[src/rtl/core/triangle_face_normal_unit_defines.svh]
// Assertion macros shared by the triangle face normal RTL.
`ifndef TRIANGLE_FACE_NORMAL_UNIT_DEFINES_SVH
`define TRIANGLE_FACE_NORMAL_UNIT_DEFINES_SVH

`ifndef SYNTHESIS
// Check a property on every rising clock edge outside reset.
`define TFN_ASSERT(label, clk, rst, prop) \
   label: assert property (@(posedge clk) disable iff (rst) prop) \
      else $error("tfn assertion failed");
// Check a property on every rising clock edge, reset included.
`define TFN_ASSERT_NORST(label, clk, prop) \
   label: assert property (@(posedge clk) prop) \
      else $error("tfn assertion failed");
`else
`define TFN_ASSERT(label, clk, rst, prop)
`define TFN_ASSERT_NORST(label, clk, prop)
`endif

`endif

[src/rtl/core/tfn_pkg.sv]
`timescale 1ns / 1ps
package tfn_pkg;

   localparam int COORD_WIDTH_DEF      = 24;
   localparam int NORMAL_FRAC_BITS_DEF = 14;
   localparam int LANES                = 3;

   // Flags that ride along with each triangle through the pipe.
   typedef struct packed {
      logic             degenerate;
      logic [LANES-1:0] neg;
   } side_type;

endpackage

[src/rtl/core/tfn_div_cell.sv]
`timescale 1ns / 1ps
`include "triangle_face_normal_unit_defines.svh"
module tfn_div_cell import tfn_pkg::*; #(
   parameter int SW    = 100,
   parameter int QW    = 31,
   parameter bit FIRST = 1'b0
) (
   input  logic                       clock,
   input  logic                       reset,
   input  logic                       up_valid,
   output logic                       up_ready,
   input  logic [SW-1:0]              s_in,
   input  logic [LANES-1:0][SW-1:0]   rem_in,
   input  logic [LANES-1:0][QW-1:0]   quot_in,
   input  side_type                   side_in,
   output logic                       dn_valid,
   input  logic                       dn_ready,
   output logic [SW-1:0]              s_out,
   output logic [LANES-1:0][SW-1:0]   rem_out,
   output logic [LANES-1:0][QW-1:0]   quot_out,
   output side_type                   side_out
);

   logic                     valid_ff, valid_in, load;
   logic [SW-1:0]            s_ff;
   logic [LANES-1:0][SW-1:0] rem_ff, rem_nx;
   logic [LANES-1:0][QW-1:0] quot_ff, quot_nx;
   side_type                 side_ff;
   logic [SW:0]              r2, diff;
   logic                     ge;

   assign up_ready = !valid_ff || dn_ready;
   assign load     = up_ready && up_valid;
   assign valid_in = up_ready ? up_valid : valid_ff;

   // one restoring step: double (not in the first cell), trial subtract, shift in the quotient bit
   always_comb begin
      r2   = '0;
      diff = '0;
      ge   = 1'b0;
      for (int k = 0; k < LANES; k++) begin
         r2         = FIRST ? {1'b0, rem_in[k]} : {rem_in[k], 1'b0};
         diff       = r2 - {1'b0, s_in};
         ge         = (r2 >= {1'b0, s_in});
         rem_nx[k]  = ge ? diff[SW-1:0] : r2[SW-1:0];
         quot_nx[k] = {quot_in[k][QW-2:0], ge};
      end
   end

   always_ff @(posedge clock) begin
      if (reset) begin
         valid_ff <= 1'b0;
      end else begin
         valid_ff <= valid_in;
      end
   end

   always_ff @(posedge clock) begin
      if (load) begin
         s_ff    <= s_in;
         rem_ff  <= rem_nx;
         quot_ff <= quot_nx;
         side_ff <= side_in;
      end
   end

   assign dn_valid = valid_ff;
   assign s_out    = s_ff;
   assign rem_out  = rem_ff;
   assign quot_out = quot_ff;
   assign side_out = side_ff;

   `TFN_ASSERT(a_hold, clock, reset, valid_ff && !dn_ready |=> valid_ff && $stable(quot_ff))
   `TFN_ASSERT(a_rem_bound, clock, reset, valid_ff && !side_ff.degenerate |-> (rem_ff[0] < s_ff) && (rem_ff[1] < s_ff) && (rem_ff[2] < s_ff))

endmodule

[config.mk]
export PLATFORM = sky130hd
export DESIGN_NAME = tfn_div_cell
export DESIGN_NICKNAME = d
export VERILOG_FILES = /design/src/rtl/core/tfn_pkg.sv /design/src/rtl/core/tfn_div_cell.sv
export VERILOG_INCLUDE_DIRS = /design/src /design/src/rtl/core
export SDC_FILE = /design/constraint.sdc
export NUM_CORES = 1
export LEC_CHECK = 0
export BUFFER_PORTS_ARGS = -buffer_cell sky130_fd_sc_hd__buf_2
export CAP_MARGIN = 10
export CORE_AREA = 2 2 395 397
export CTS_BUF_LIST = sky130_fd_sc_hd__clkbuf_2
export DETAILED_ROUTE_END_ITERATION = 10
export DIE_AREA = 0 0 397 399
export HOLD_SLACK_MARGIN = 0.08
export PLACE_DENSITY_LB_ADDON = 0.25
export SLEW_MARGIN = 30
export SYNTH_ARGS = -nofsm -noshare
export SYNTH_HDL_FRONTEND = slang
export SYNTH_SLANG_ARGS = --single-unit
[constraint.sdc]
create_clock -name clock -period 26.1 [get_ports clock]
set_input_delay 1.305 -clock clock [delete_from_list [all_inputs] [get_ports clock]]
set_output_delay 1.305 -clock clock [all_outputs]
set_load 0.02 [all_outputs]
* Word level (Yosys, flattened, before mapping) *
Cells that the tools add are included.
Widths: inputs -> output; s select.

operators by class
  $add $sub $neg = 3
  multipliers = 0
  div/mod/pow operators = 0
  magnitude comparators = 3
  equal/unequal tests = 0
  shift-type cells = 0
  muxes and demuxes = 3
  bitwise operators = 0
  reduce and logical (&&, ||, !) cells = 3

operator list
  operator           number
  $ge 101x100->1     3
  $mux 100           3
  $sub 100x100->100  3
  $logic_and 1x1->1  1
  $logic_not 1->1    1
  $logic_or 1x1->1   1

word-level totals
  bits in registers = 498
  bits in latches = 0
  RAM bits = 0
  bits in read-only memories = 0
  input port bits = 501
  memories = 0

* Depth between registers and ports, before layout *
  word-level depth = 3
  gate-level depth with buffers = 19

* Least setup slack after synthesis *
Ideal clock, no wire load.

  path kind = input to register
  start = in dn_ready
  end = reg quot_ff, in the netlist quot_out[0] (enable)
  arrival time = 12.818 ns
  data required time = 25.176 ns
  path slack = 12.358 ns
  stages = 2
  buffers on the path = 0
  path through = nand2b_1 -> and2_1

on the way
  cells in the longest elaborated chain, start to end = 2

ends and longest elaborated chain
  item                  RTL line            source
  from (decl)           tfn_div_cell.sv:17  input logic dn_ready,
  $logic_or 1x1->1      tfn_div_cell.sv:32  assign up_ready = !valid_ff || dn_ready;
  $logic_and 1x1->1     tfn_div_cell.sv:33  assign load = up_ready && up_valid;
  net load              tfn_div_cell.sv:24  logic valid_ff, valid_in, load;
  to (signal assigned)  tfn_div_cell.sv:62  quot_ff <= quot_nx;
  to (decl)             tfn_div_cell.sv:27  logic [LANES-1:0][QW-1:0] quot_ff, quot_nx;

The timed path passes the listed nets, and every way through them passes these cells.
A chain may end at the register's enable or synchronous reset.

==> results.cfg <==
[grt]
grt_pass1_vias = 38300
grt_max_degree = 146
grt_util_all_layers_pct = 23.4
antenna_found_initial = 43
grt_pass1_wl_mm = 269
overflow = 0

[drt]
firstDrtPassIters = 6
via_count = 39300
dr.first_iter.drc_count = 2982
via_per_inst = 4.95
ant_nets = 0
avgRoutedWirePerCell_um = 24.4
drc_errors = 0
finalWirelength_mm = 194

[sta]
worstMarginPinSlew_ps = 1260
hold_viol = 0
fmax_ghz = 0.142
final_max_slew_viol_count = 0
finalSetupViolations = 0
finClkSkew_ps = 82.8
fin_crit_sh_pct = 26.9
rsz0062_at_grt = no
max-slew-margin-rel_pct = 16.0
min_period_ps = 7020
tns_ps = 0

[yosys]
seq_area_frac_synth_pct = 39.5
syn-cell-area_mm2 = 0.0378
synth_ff_type = edfxtp_1
syn-num-nets = 5033
synthDistinctLibCells = 101
ys_warn_count = 0
postSynth.asyncResetShare_pct = 0
synth-edff-count = 497
synthTopCellsByArea = edfxtp_1 39%, ha_1 9.9%, a21oi_1 6.7%
ys_ff_latch = 498
postSynthAreaPerCell_um2 = 8.94
synthCells = 4229
synth_top_area_share_pct = 39.5
synth_area_leader_cell = edfxtp_1

[cells_and_area]
final_nets = 6574
mostFrequentLayoutCells = 996 x buf_2, 600 x dlygate4sd3_1, 503 x a21oi_1, 497 x edfxtp_1, 480 x nand2_1
area_delta_synth_final_pct = 37.6
final_common_cell = buf_2
instances_no_fill = 7950
layout-drive-gt1-share_pct = 22.6

[worst_setup_path]
rr_worst_depth = 6
crit_path_end = rem_out[5]
regToRegStartpoint = dn_valid
start_kind = input pin
path_depth = 17
reg2reg_slack_ps = 21520
cp_slowest_cell = a31o_4
reg2reg_to = quot_out[81]
worst-path-max-fanout = 51
slowest_delay_ps = 640
worstPathRequired_ps = 27510
cp_cell_sequence = dlygate4sd3_1 -> buf_2 -> inv_1 -> ha_1 -> nand4_1 -> nor3_1 -> o211ai_1 -> a31oi_1 -> nor4_1 -> o21ai_1 -> o21ai_1 -> o31ai_2 -> a31o_4 -> buf_4 -> buf_4 -> mux2_2 -> dlygate4sd3_1
arrival_ps = 8440
crit_type = input pin to flip-flop
critical_path.top_delay_family = compound AO/OA/AOI/OAI gates
cp_num_buf_inv = 6
worstSetupEndpointType = flip-flop
crit_start = s_in[21]

[flow_run]
cap_violations = 0

[clock_network]
cts_made_buffers = 150
cts_tree = yes
cts.sinks = 498
clock_path_buffers = 3
cts_resized = 0
clk_pin_slew_ps = 100
worstSkewPairLatency_ps = 1650
root_buffer = clkbuf_2
cts_max_level = 4

[pwr]
power.share.sequential_pct = 37.3
sw_frac_of_total_pct = 40.2
intPower_uw = 1650
peakVddDrop_uv = 30.2
power_uw = 2750
cellPowerDensity_mw_per_mm2 = 52.8
power_leakage_uw = 0.0220
combPwrFrac_pct = 38.2
pwr-share-clk_pct = 24.5
switchingPower_uw = 1100

[worst_hold_path]
holdPathStages = 2
hold_path_class = input pin to flip-flop

[die]
io_pins = 1000
die_y_um = 399
start_util_pct = 24.6
die_w_um = 397
num_rows = 144
die-area_mm2 = 0.158
fp.coreArea_mm2 = 0.154

[place]
portBuffers = 996
place_congestion = 0.947
dp.cells = 7062
dp_hpwl_mm = 160

[outcome]
status = complete, no violations
==> worst min path at each step <==
stage | slack [ps] | startpoint | endpoint
finish | 380 | s_in[13] | s_out[13]
global route | 180 | s_in[13] | s_out[13]
CTS | 80 | s_in[68] | s_out[68]
detailed placement | 530 | dn_valid | dn_valid
global placement | 500 | dn_valid | dn_valid
floorplan | 730 | dn_valid | dn_valid
==> logic make-up after synthesis <==
| kind of cell | synth area share [%] |
|---|---|
| AO/OA/AOI/OAI | 23.1 |
| AND/OR/NAND/NOR | 15.3 |
| flip-flops | 39.5 |
| buffers and inverters | 4.73 |
| adder cells (fa/ha/maj) | 10.1 |
| XOR/XNOR | 6.58 |
| multiplexers | 0.679 |
==> flip-flops by register name, indices dropped and copies added (netlist names) <==
signal / cells
rem_out: 300
dn_valid: 1
s_out: 100
side_out: 4
quot_out: 93
==> layout make-up <==
class	count	area, µm²
clock inverters	43	333
clock buffers	217	1090
well taps	2044	2560
flip-flops and latches	498	14900
repair buffers	1615	11200
multi-input cells	3300	21100
inverters	205	769
fillers	16200	102000
diodes	28	70.1
==> power groups by stage <==
stage                     Sequential, µW  Combinational [µW]  Clock (µW)
after global routing                1030                1130         744
after CTS                           1030                1050         709
after global placement              1040                 961           0
final                               1030                1050         674
after floorplan                     1160                 493           0
after detailed placement            1040                 963           0
==> cell usage after synthesis, types with 95 or more instances <==
master and number:
nand4_1 148, a21oi_1 503, ha_1 300, o21bai_1 95, a21o_1 144, nand2_1 480, clkbuf_1 137, o21ai_0 400
xor2_1 115, edfxtp_1 497, inv_1 205, xnor2_1 169, nor2_1 309
==> stage by stage <==
step                worst slack [ps]  hold slack [ps]  utilization (%)  area (µm²)
finish                         19080              381             33.9       52000
global route                   18890              182             33.8       52000
CTS                            19340             80.3             33.8       51900
detailed placement             18330              532             29.0       44500
global placement               18380              500             29.0       44500
floorplan                      12360              729                -       37800
==> what timing repair did <==
| item | CTS | global route |
|---|---|---|
| hold endpoints to repair | 495 | 0 |
| hold buffers | 600 | 0 |
| buffers inserted | 0 | 0 |
==> layer usage <==
metal | part of all wire, % | vias to the layer above | routed length (µm) | track usage [%]
met5 | 0.10 | - | 196 | 0
met4 | 2.7 | 32 | 5160 | 6.61
met3 | 6.2 | 299 | 12100 | 4.65
met2 | 47 | 1493 | 91700 | 39.6
met1 | 44 | 18800 | 84800 | 30.2
li1 | - | 18800 | - | -
No activity file was read; power rests on OpenSTA's default activity.
