### src/rtl/core/triangle_face_normal_unit_defines.svh
// Assertion macros shared by the triangle face normal RTL.
`ifndef TRIANGLE_FACE_NORMAL_UNIT_DEFINES_SVH
`define TRIANGLE_FACE_NORMAL_UNIT_DEFINES_SVH

`ifndef SYNTHESIS
// Check a property on every rising clock edge outside reset.
`define TFN_ASSERT(label, clk, rst, prop) \
   label: assert property (@(posedge clk) disable iff (rst) prop) \
      else $error("tfn assertion failed");
// Check a property on every rising clock edge, reset included.
`define TFN_ASSERT_NORST(label, clk, prop) \
   label: assert property (@(posedge clk) prop) \
      else $error("tfn assertion failed");
`else
`define TFN_ASSERT(label, clk, rst, prop)
`define TFN_ASSERT_NORST(label, clk, prop)
`endif

`endif

### src/rtl/core/tfn_pkg.sv
`timescale 1ns / 1ps
package tfn_pkg;

   localparam int COORD_WIDTH_DEF      = 24;
   localparam int NORMAL_FRAC_BITS_DEF = 14;
   localparam int LANES                = 3;

   // Flags that ride along with each triangle through the pipe.
   typedef struct packed {
      logic             degenerate;
      logic [LANES-1:0] neg;
   } side_type;

endpackage

### src/rtl/core/tfn_sqrt_cell.sv
`timescale 1ns / 1ps
module tfn_sqrt_cell import tfn_pkg::*; #(
   parameter int QW  = 31,
   parameter int RW  = 16,
   parameter int BIT = 0
) (
   input  logic                      clock,
   input  logic                      reset,
   input  logic                      up_valid,
   output logic                      up_ready,
   input  logic [LANES-1:0][QW-1:0]  rem_in,
   input  logic [LANES-1:0][RW-1:0]  root_in,
   input  side_type                  side_in,
   output logic                      dn_valid,
   input  logic                      dn_ready,
   output logic [LANES-1:0][QW-1:0]  rem_out,
   output logic [LANES-1:0][RW-1:0]  root_out,
   output side_type                  side_out
);

   localparam int TW = QW + 2;

   logic                     valid_ff, valid_in, load;
   logic [LANES-1:0][QW-1:0] rem_ff, rem_nx;
   logic [LANES-1:0][RW-1:0] root_ff, root_nx;
   side_type                 side_ff;
   logic [TW-1:0]            trial, rem_ext, diff;
   logic                     ge;

   assign up_ready = !valid_ff || dn_ready;
   assign load     = up_ready && up_valid;
   assign valid_in = up_ready ? up_valid : valid_ff;

   // try setting this root bit: (2*root + 2^BIT) * 2^BIT against the remainder
   always_comb begin
      trial   = '0;
      rem_ext = '0;
      diff    = '0;
      ge      = 1'b0;
      for (int k = 0; k < LANES; k++) begin
         trial      = ({{(TW-RW){1'b0}}, root_in[k]} << (BIT + 1))
                    + (TW'(1) << (2 * BIT));
         rem_ext    = {2'b00, rem_in[k]};
         diff       = rem_ext - trial;
         ge         = (rem_ext >= trial);
         rem_nx[k]  = ge ? diff[QW-1:0] : rem_in[k];
         root_nx[k] = root_in[k] | ({{(RW-1){1'b0}}, ge} << BIT);
      end
   end

   always_ff @(posedge clock) begin
      if (reset) begin
         valid_ff <= 1'b0;
      end else begin
         valid_ff <= valid_in;
      end
   end

   always_ff @(posedge clock) begin
      if (load) begin
         rem_ff  <= rem_nx;
         root_ff <= root_nx;
         side_ff <= side_in;
      end
   end

   assign dn_valid = valid_ff;
   assign rem_out  = rem_ff;
   assign root_out = root_ff;
   assign side_out = side_ff;

endmodule

### config.mk
export PLATFORM = sky130hd
export DESIGN_NAME = tfn_sqrt_cell
export DESIGN_NICKNAME = d
export VERILOG_FILES = /design/src/rtl/core/triangle_face_normal_unit_defines.svh /design/src/rtl/core/tfn_pkg.sv /design/src/rtl/core/tfn_sqrt_cell.sv
export SDC_FILE = /design/constraint.sdc
export NUM_CORES = 1
export LEC_CHECK = 0
export BUFFER_PORTS_ARGS = -buffer_cell sky130_fd_sc_hd__buf_2
export CORE_ASPECT_RATIO = 0.75
export CORE_MARGIN = 3
export CORE_UTILIZATION = 36
export DETAILED_ROUTE_END_ITERATION = 10
export PLACE_DENSITY_LB_ADDON = 0.1
export SYNTH_ARGS = -nofsm -noshare
export SYNTH_HDL_FRONTEND = slang
export SYNTH_SLANG_ARGS = --single-unit
### constraint.sdc
create_clock -name clock -period 4.73 [get_ports clock]
set_input_delay 0.2365 -clock clock [delete_from_list [all_inputs] [get_ports clock]]
set_output_delay 0.2365 -clock clock [all_outputs]
set_load 0.05 [all_outputs]
Word-level counts from Yosys, hierarchy flattened
Cells that the tools add are included.
Storage, ports and cells
  register bits after elaboration: 146
  latch bits: 0
  bits in writable memories: 0
  bits in read-only memories: 0
  input port bits: 149
  output and inout bits: 147
  logic and storage cells: 27
  memories kept: 0
Cells by class
  $add $sub $neg: 6
  $mul: 0
  divide/modulo/power cells: 0
  $lt $le $gt $ge: 3
  equal/unequal tests: 0
  shift operators: 0
  muxes and demuxes: 3
  bitwise logic cells: 3
  reductions and logical operators: 3
Operators by type and width (count)
  $ge 31x18->1: 3
  $mux 31: 3
  $sub 31x18->31: 3
  $add 17x1->18 const B: 3
  $or 16x1->16: 3
  $logic_and 1x1->1: 1
  $logic_not 1->1: 1
  $logic_or 1x1->1: 1

Longest topological paths before layout
  depth in word-level cells: 3
  gate-level depth with buffers: 12
  gate-level depth less buffers: 11

Worst setup path before layout
No wires, ideal clock.
  path kind: reg-to-reg
  from: register valid_ff, in the netlist dn_valid
  to: register rem_ff (netlist bit rem_out[0]), enable pin
  data arrival time: 4.367 ns
  required time: 4.209 ns
  setup slack: -0.158 ns
  stages on the path, launching flop included: 3
  buffers on the path: 0
  clock period less this slack: 4.888 ns
  path through: dfxtp_1 -> nand2b_1 -> and2_1
Between the ends
  longest elaborated chain between the ends: 3
RTL lines
  start: declaration: line tfn_sqrt_cell.sv:23  | logic valid_ff, valid_in, load;
  start signal: assignment: line tfn_sqrt_cell.sv:55  | valid_ff <= valid_in;
  $logic_not 1->1: line tfn_sqrt_cell.sv:30  | assign up_ready = !valid_ff || dn_ready;
  $logic_or 1x1->1: line tfn_sqrt_cell.sv:30
  net up_ready: line tfn_sqrt_cell.sv:10  | output logic up_ready,
  $logic_and 1x1->1: line tfn_sqrt_cell.sv:31  | assign load = up_ready && up_valid;
  net load: line tfn_sqrt_cell.sv:23
  end signal: assignment: line tfn_sqrt_cell.sv:61  | rem_ff <= rem_nx;
  end: declaration: line tfn_sqrt_cell.sv:24  | logic [LANES-1:0][QW-1:0] rem_ff, rem_nx;
The timed path passes the listed nets, and every way through them passes these cells.
A chain may end at the register's enable or synchronous reset.

==> flow_summary.json <==
{
  "status": "completed",
  "pre_cts_slack_ns": 0.873,
  "slowest_stage": "nand2_1",
  "syn_to_final_growth_pct": 34.2,
  "min-delay-start": "root_in[14]",
  "finalClockSkew_ns": 0.0117,
  "syn_area_per_cell_sq_um": 10.8,
  "max-slew-margin-rel": 0.298,
  "synth-compound-area-share": 0.141,
  "min_path_cells": 1,
  "grt_pass1_wl_mm": 37.7,
  "yosys-top-cells-count": "edfxtp_1, nand2_1, inv_1, a21oi_1, o21ai_0",
  "synth_top_flop_cell": "edfxtp_1",
  "place_inst": 1378,
  "finalPower_w": 0.00430,
  "synth_top_family_by_area": "compound AO/OA/AOI/OAI gates",
  "h-tree-depth": 4,
  "die_w_um": 184,
  "setup.worst_path.class": "primary input to flop",
  "mappedNetlistNets": 998,
  "final_hold_viol_count": 0,
  "whs_endpoint": "root_out[14]",
  "final_net_count": 1339,
  "grt-ovfl-total": 0,
  "cts.clk_slew.worst_paths_ns": 0.06,
  "cp-end-kind": "flop",
  "antenna_found_initial": 7,
  "cp_slowest_stage_delay_ns": 0.61,
  "min-delay-path-class": "primary input to flop",
  "yosys.area_share.simple": 0.134,
  "synth-seq-cells": 146,
  "post-synth-top-area-cell": "edfxtp_1",
  "yosys_warnings": 0,
  "grt_pass1_vias": 7201,
  "regToRegEndpoint": "rem_out[73]",
  "cp.required_ns": 4.86,
  "max-cap-violations": 0,
  "netlist_area_sq_um": 8560,
  "first_pass_iters": 5,
  "yosysMostFrequentCell": "edfxtp_1",
  "grt_max_degree": 78,
  "max-vdd-ir-drop_uv": 248,
  "synth_mux_area_frac": 0.0118,
  "leakagePower_nw": 4.92,
  "die_h_um": 140,
  "clk_path_buf_depth": 2,
  "start_kind": "primary input",
  "fin_crit_sh": 0.790,
  "netlist.area_leader.share": 0.508,
  "ff2ff_setup_slack_ns": 2.62,
  "grt_util_all_layers": 0.185,
  "start_util": 0.369,
  "routabilityCongestion": 0.862,
  "async_flop_share": 0,
  "slew_violations": 0,
  "synth_xor_area_frac": 0.0849,
  "layout-drive-gt1-share": 0.305,
  "via_per_inst": 4.98,
  "ys_seq_area_frac": 0.511,
  "cts_buffers": 17,
  "syn_inst": 795,
  "setup_ws_ns": 0.992,
  "drtAntennaViolNets": 0,
  "setup_tns_ns": 0,
  "nFillCells": 2236,
  "ys_types": 63,
  "root_buffer": "clkbuf_16",
  "ctsResizeCount": 0,
  "insertion_delay_ns": 0.43,
  "fmax_mhz": 268,
  "instances_no_fill": 1452,
  "synth-edff-count": 145,
  "reg2reg_from": "dn_valid",
  "path_cells": "dlygate4sd3_1 -> buf_2 -> inv_1 -> ha_1 -> a2111oi_0 -> nand2_1 -> nor4_1 -> o21ai_1 -> a31oi_2 -> nand2_1 -> buf_4 -> nor2_1 -> a21oi_1",
  "hpwl_mm": 18.2,
  "io_buffer_count": 295,
  "synth.area.top_cells": "edfxtp_1, ha_1, xnor2_1, xor2_1, a21oi_1",
  "pwr_density_cell_nw_per_um2": 374,
  "min_period_ns": 3.74,
  "rows": 48,
  "drc": 0,
  "setup_violations": 0,
  "cpMostUsedCell": "nand2_1",
  "ios": 296,
  "path_max_fanout": 28,
  "worst_slew_pin_slew_ns": 1.05,
  "cts.sinks": 146,
  "cts_tree": "yes",
  "drtIter0Drc": 363,
  "reg2regPathDepth": 3,
  "die_area_sq_um": 25700,
  "crit_arrival_ns": 3.86,
  "routed_wl_mm": 24.0,
  "vias": 7234,
  "synth_fa_ha_area_frac": 0.0815,
  "core_sq_um": 23200,
  "avgRoutedWirePerCell_um": 16.5,
  "rsz0062_at_grt": "false"
}
==> area by class of cell <==
type | instances | area, sq um | share of cell area
flip-flops and latches | 146 | 4370 | 0.381
multi-input cells | 569 | 3890 | 0.338
repair buffers | 340 | 1920 | 0.167
clock buffers | 18 | 429 | 0.0373
well taps | 300 | 375 | 0.0327
clock inverters | 14 | 259 | 0.0225
inverters | 62 | 233 | 0.0203
diodes | 3 | 7.51 | 0.000653
==> worst max path at each step <==
stage | from | endpoint | slack [ns] | depth (start not counted)
6_report | root_in[30] | rem_out[37] | 0.99 | 13
5_1_grt | root_in[30] | rem_out[37] | 0.65 | 13
4_1_cts | root_in[30] | rem_out[37] | 1.01 | 13
3_5_place_dp | root_in[31] | rem_out[37] | 0.87 | 12
3_3_place_gp | root_in[31] | rem_out[37] | 1.03 | 12
2_1_floorplan | dn_valid | rem_out[0] | 1.42 | 2
==> power breakdown <==
part | total, W | switching (W) | internal, W
clock network | 0.00160 | 0.000556 | 0.00104
registers | 0.00160 | 0.0000260 | 0.00157
logic | 0.00111 | 0.000762 | 0.000344
total | 0.00430 | 0.00134 | 0.00296
==> per-stage QoR <==
step | instance area [sq um] | hold slack (ns) | utilization
3_5_place_dp | 10400 | 0.395 | 0.449
6_report | 11500 | 0.0190 | 0.496
3_3_place_gp | 10400 | 0.394 | 0.449
5_1_grt | 11500 | 0.000567 | 0.496
2_1_floorplan | 8560 | 0.306 | -
4_1_cts | 11500 | 0.0000215 | 0.495
==> flip-flops by register name, summed over array words and instances, names as in the netlist <==
register and cells:
dn_valid 1, rem_out 93, root_out 48, side_out 4
==> cell usage in the layout (no fill, tap or decap), types with 5 or more instances in the layout <==
| cell type | n |
|---|---|
| nor2b_1 | 5 |
| dlygate4sd3_1 | 39 |
| bufinv_16 | 7 |
| or3_1 | 8 |
| nor2_1 | 51 |
| o31ai_1 | 5 |
| nand3_1 | 17 |
| xor2_1 | 40 |
| edfxtp_1 | 145 |
| a31oi_1 | 7 |
| ha_1 | 51 |
| mux2_2 | 9 |
| o21ai_0 | 54 |
| o21a_1 | 9 |
| xnor2_1 | 43 |
| nand2b_1 | 7 |
| and3_1 | 6 |
| clkbuf_16 | 17 |
| nor3_1 | 24 |
| o21bai_1 | 6 |
| a21oi_1 | 55 |
| nor4_1 | 14 |
| buf_4 | 5 |
| nand2_1 | 67 |
| a21o_1 | 19 |
| inv_1 | 62 |
| buf_2 | 295 |
| a211oi_1 | 11 |
==> per-layer routing <==
metal / share of wire / GRT usage / wire length, um
met5: 0.0015 / 0 / 35
met3: 0.080 / 0.0685 / 1930
met4: 0.016 / 0.0537 / 381
met1: 0.45 / 0.240 / 10800
met2: 0.45 / 0.292 / 10900
==> logic make-up after synthesis <==
family | after synthesis
muxes | 9
xor gates and xnor gates | 83
AOI/OAI and AO/OA | 194
DFF | 146
and+or+nand+nor | 229
adders and majority gates | 54
buffers and inverters | 80
==> critical path: cells and delay by family <==
kind / cells / cell delay [ns]
AO/OA/AOI/OAI: 4 / 1.01
AND/OR/NAND/NOR: 4 / 1.33
buffers and inverters: 4 / 1.07
adder cells (fa/ha/maj): 1 / 0.21
==> timing repair <==
item	CTS	global route
hold buffers	39	0
hold endpoints to repair	39	0
buffers inserted	0	0
(Power assumes the default switching activity.)
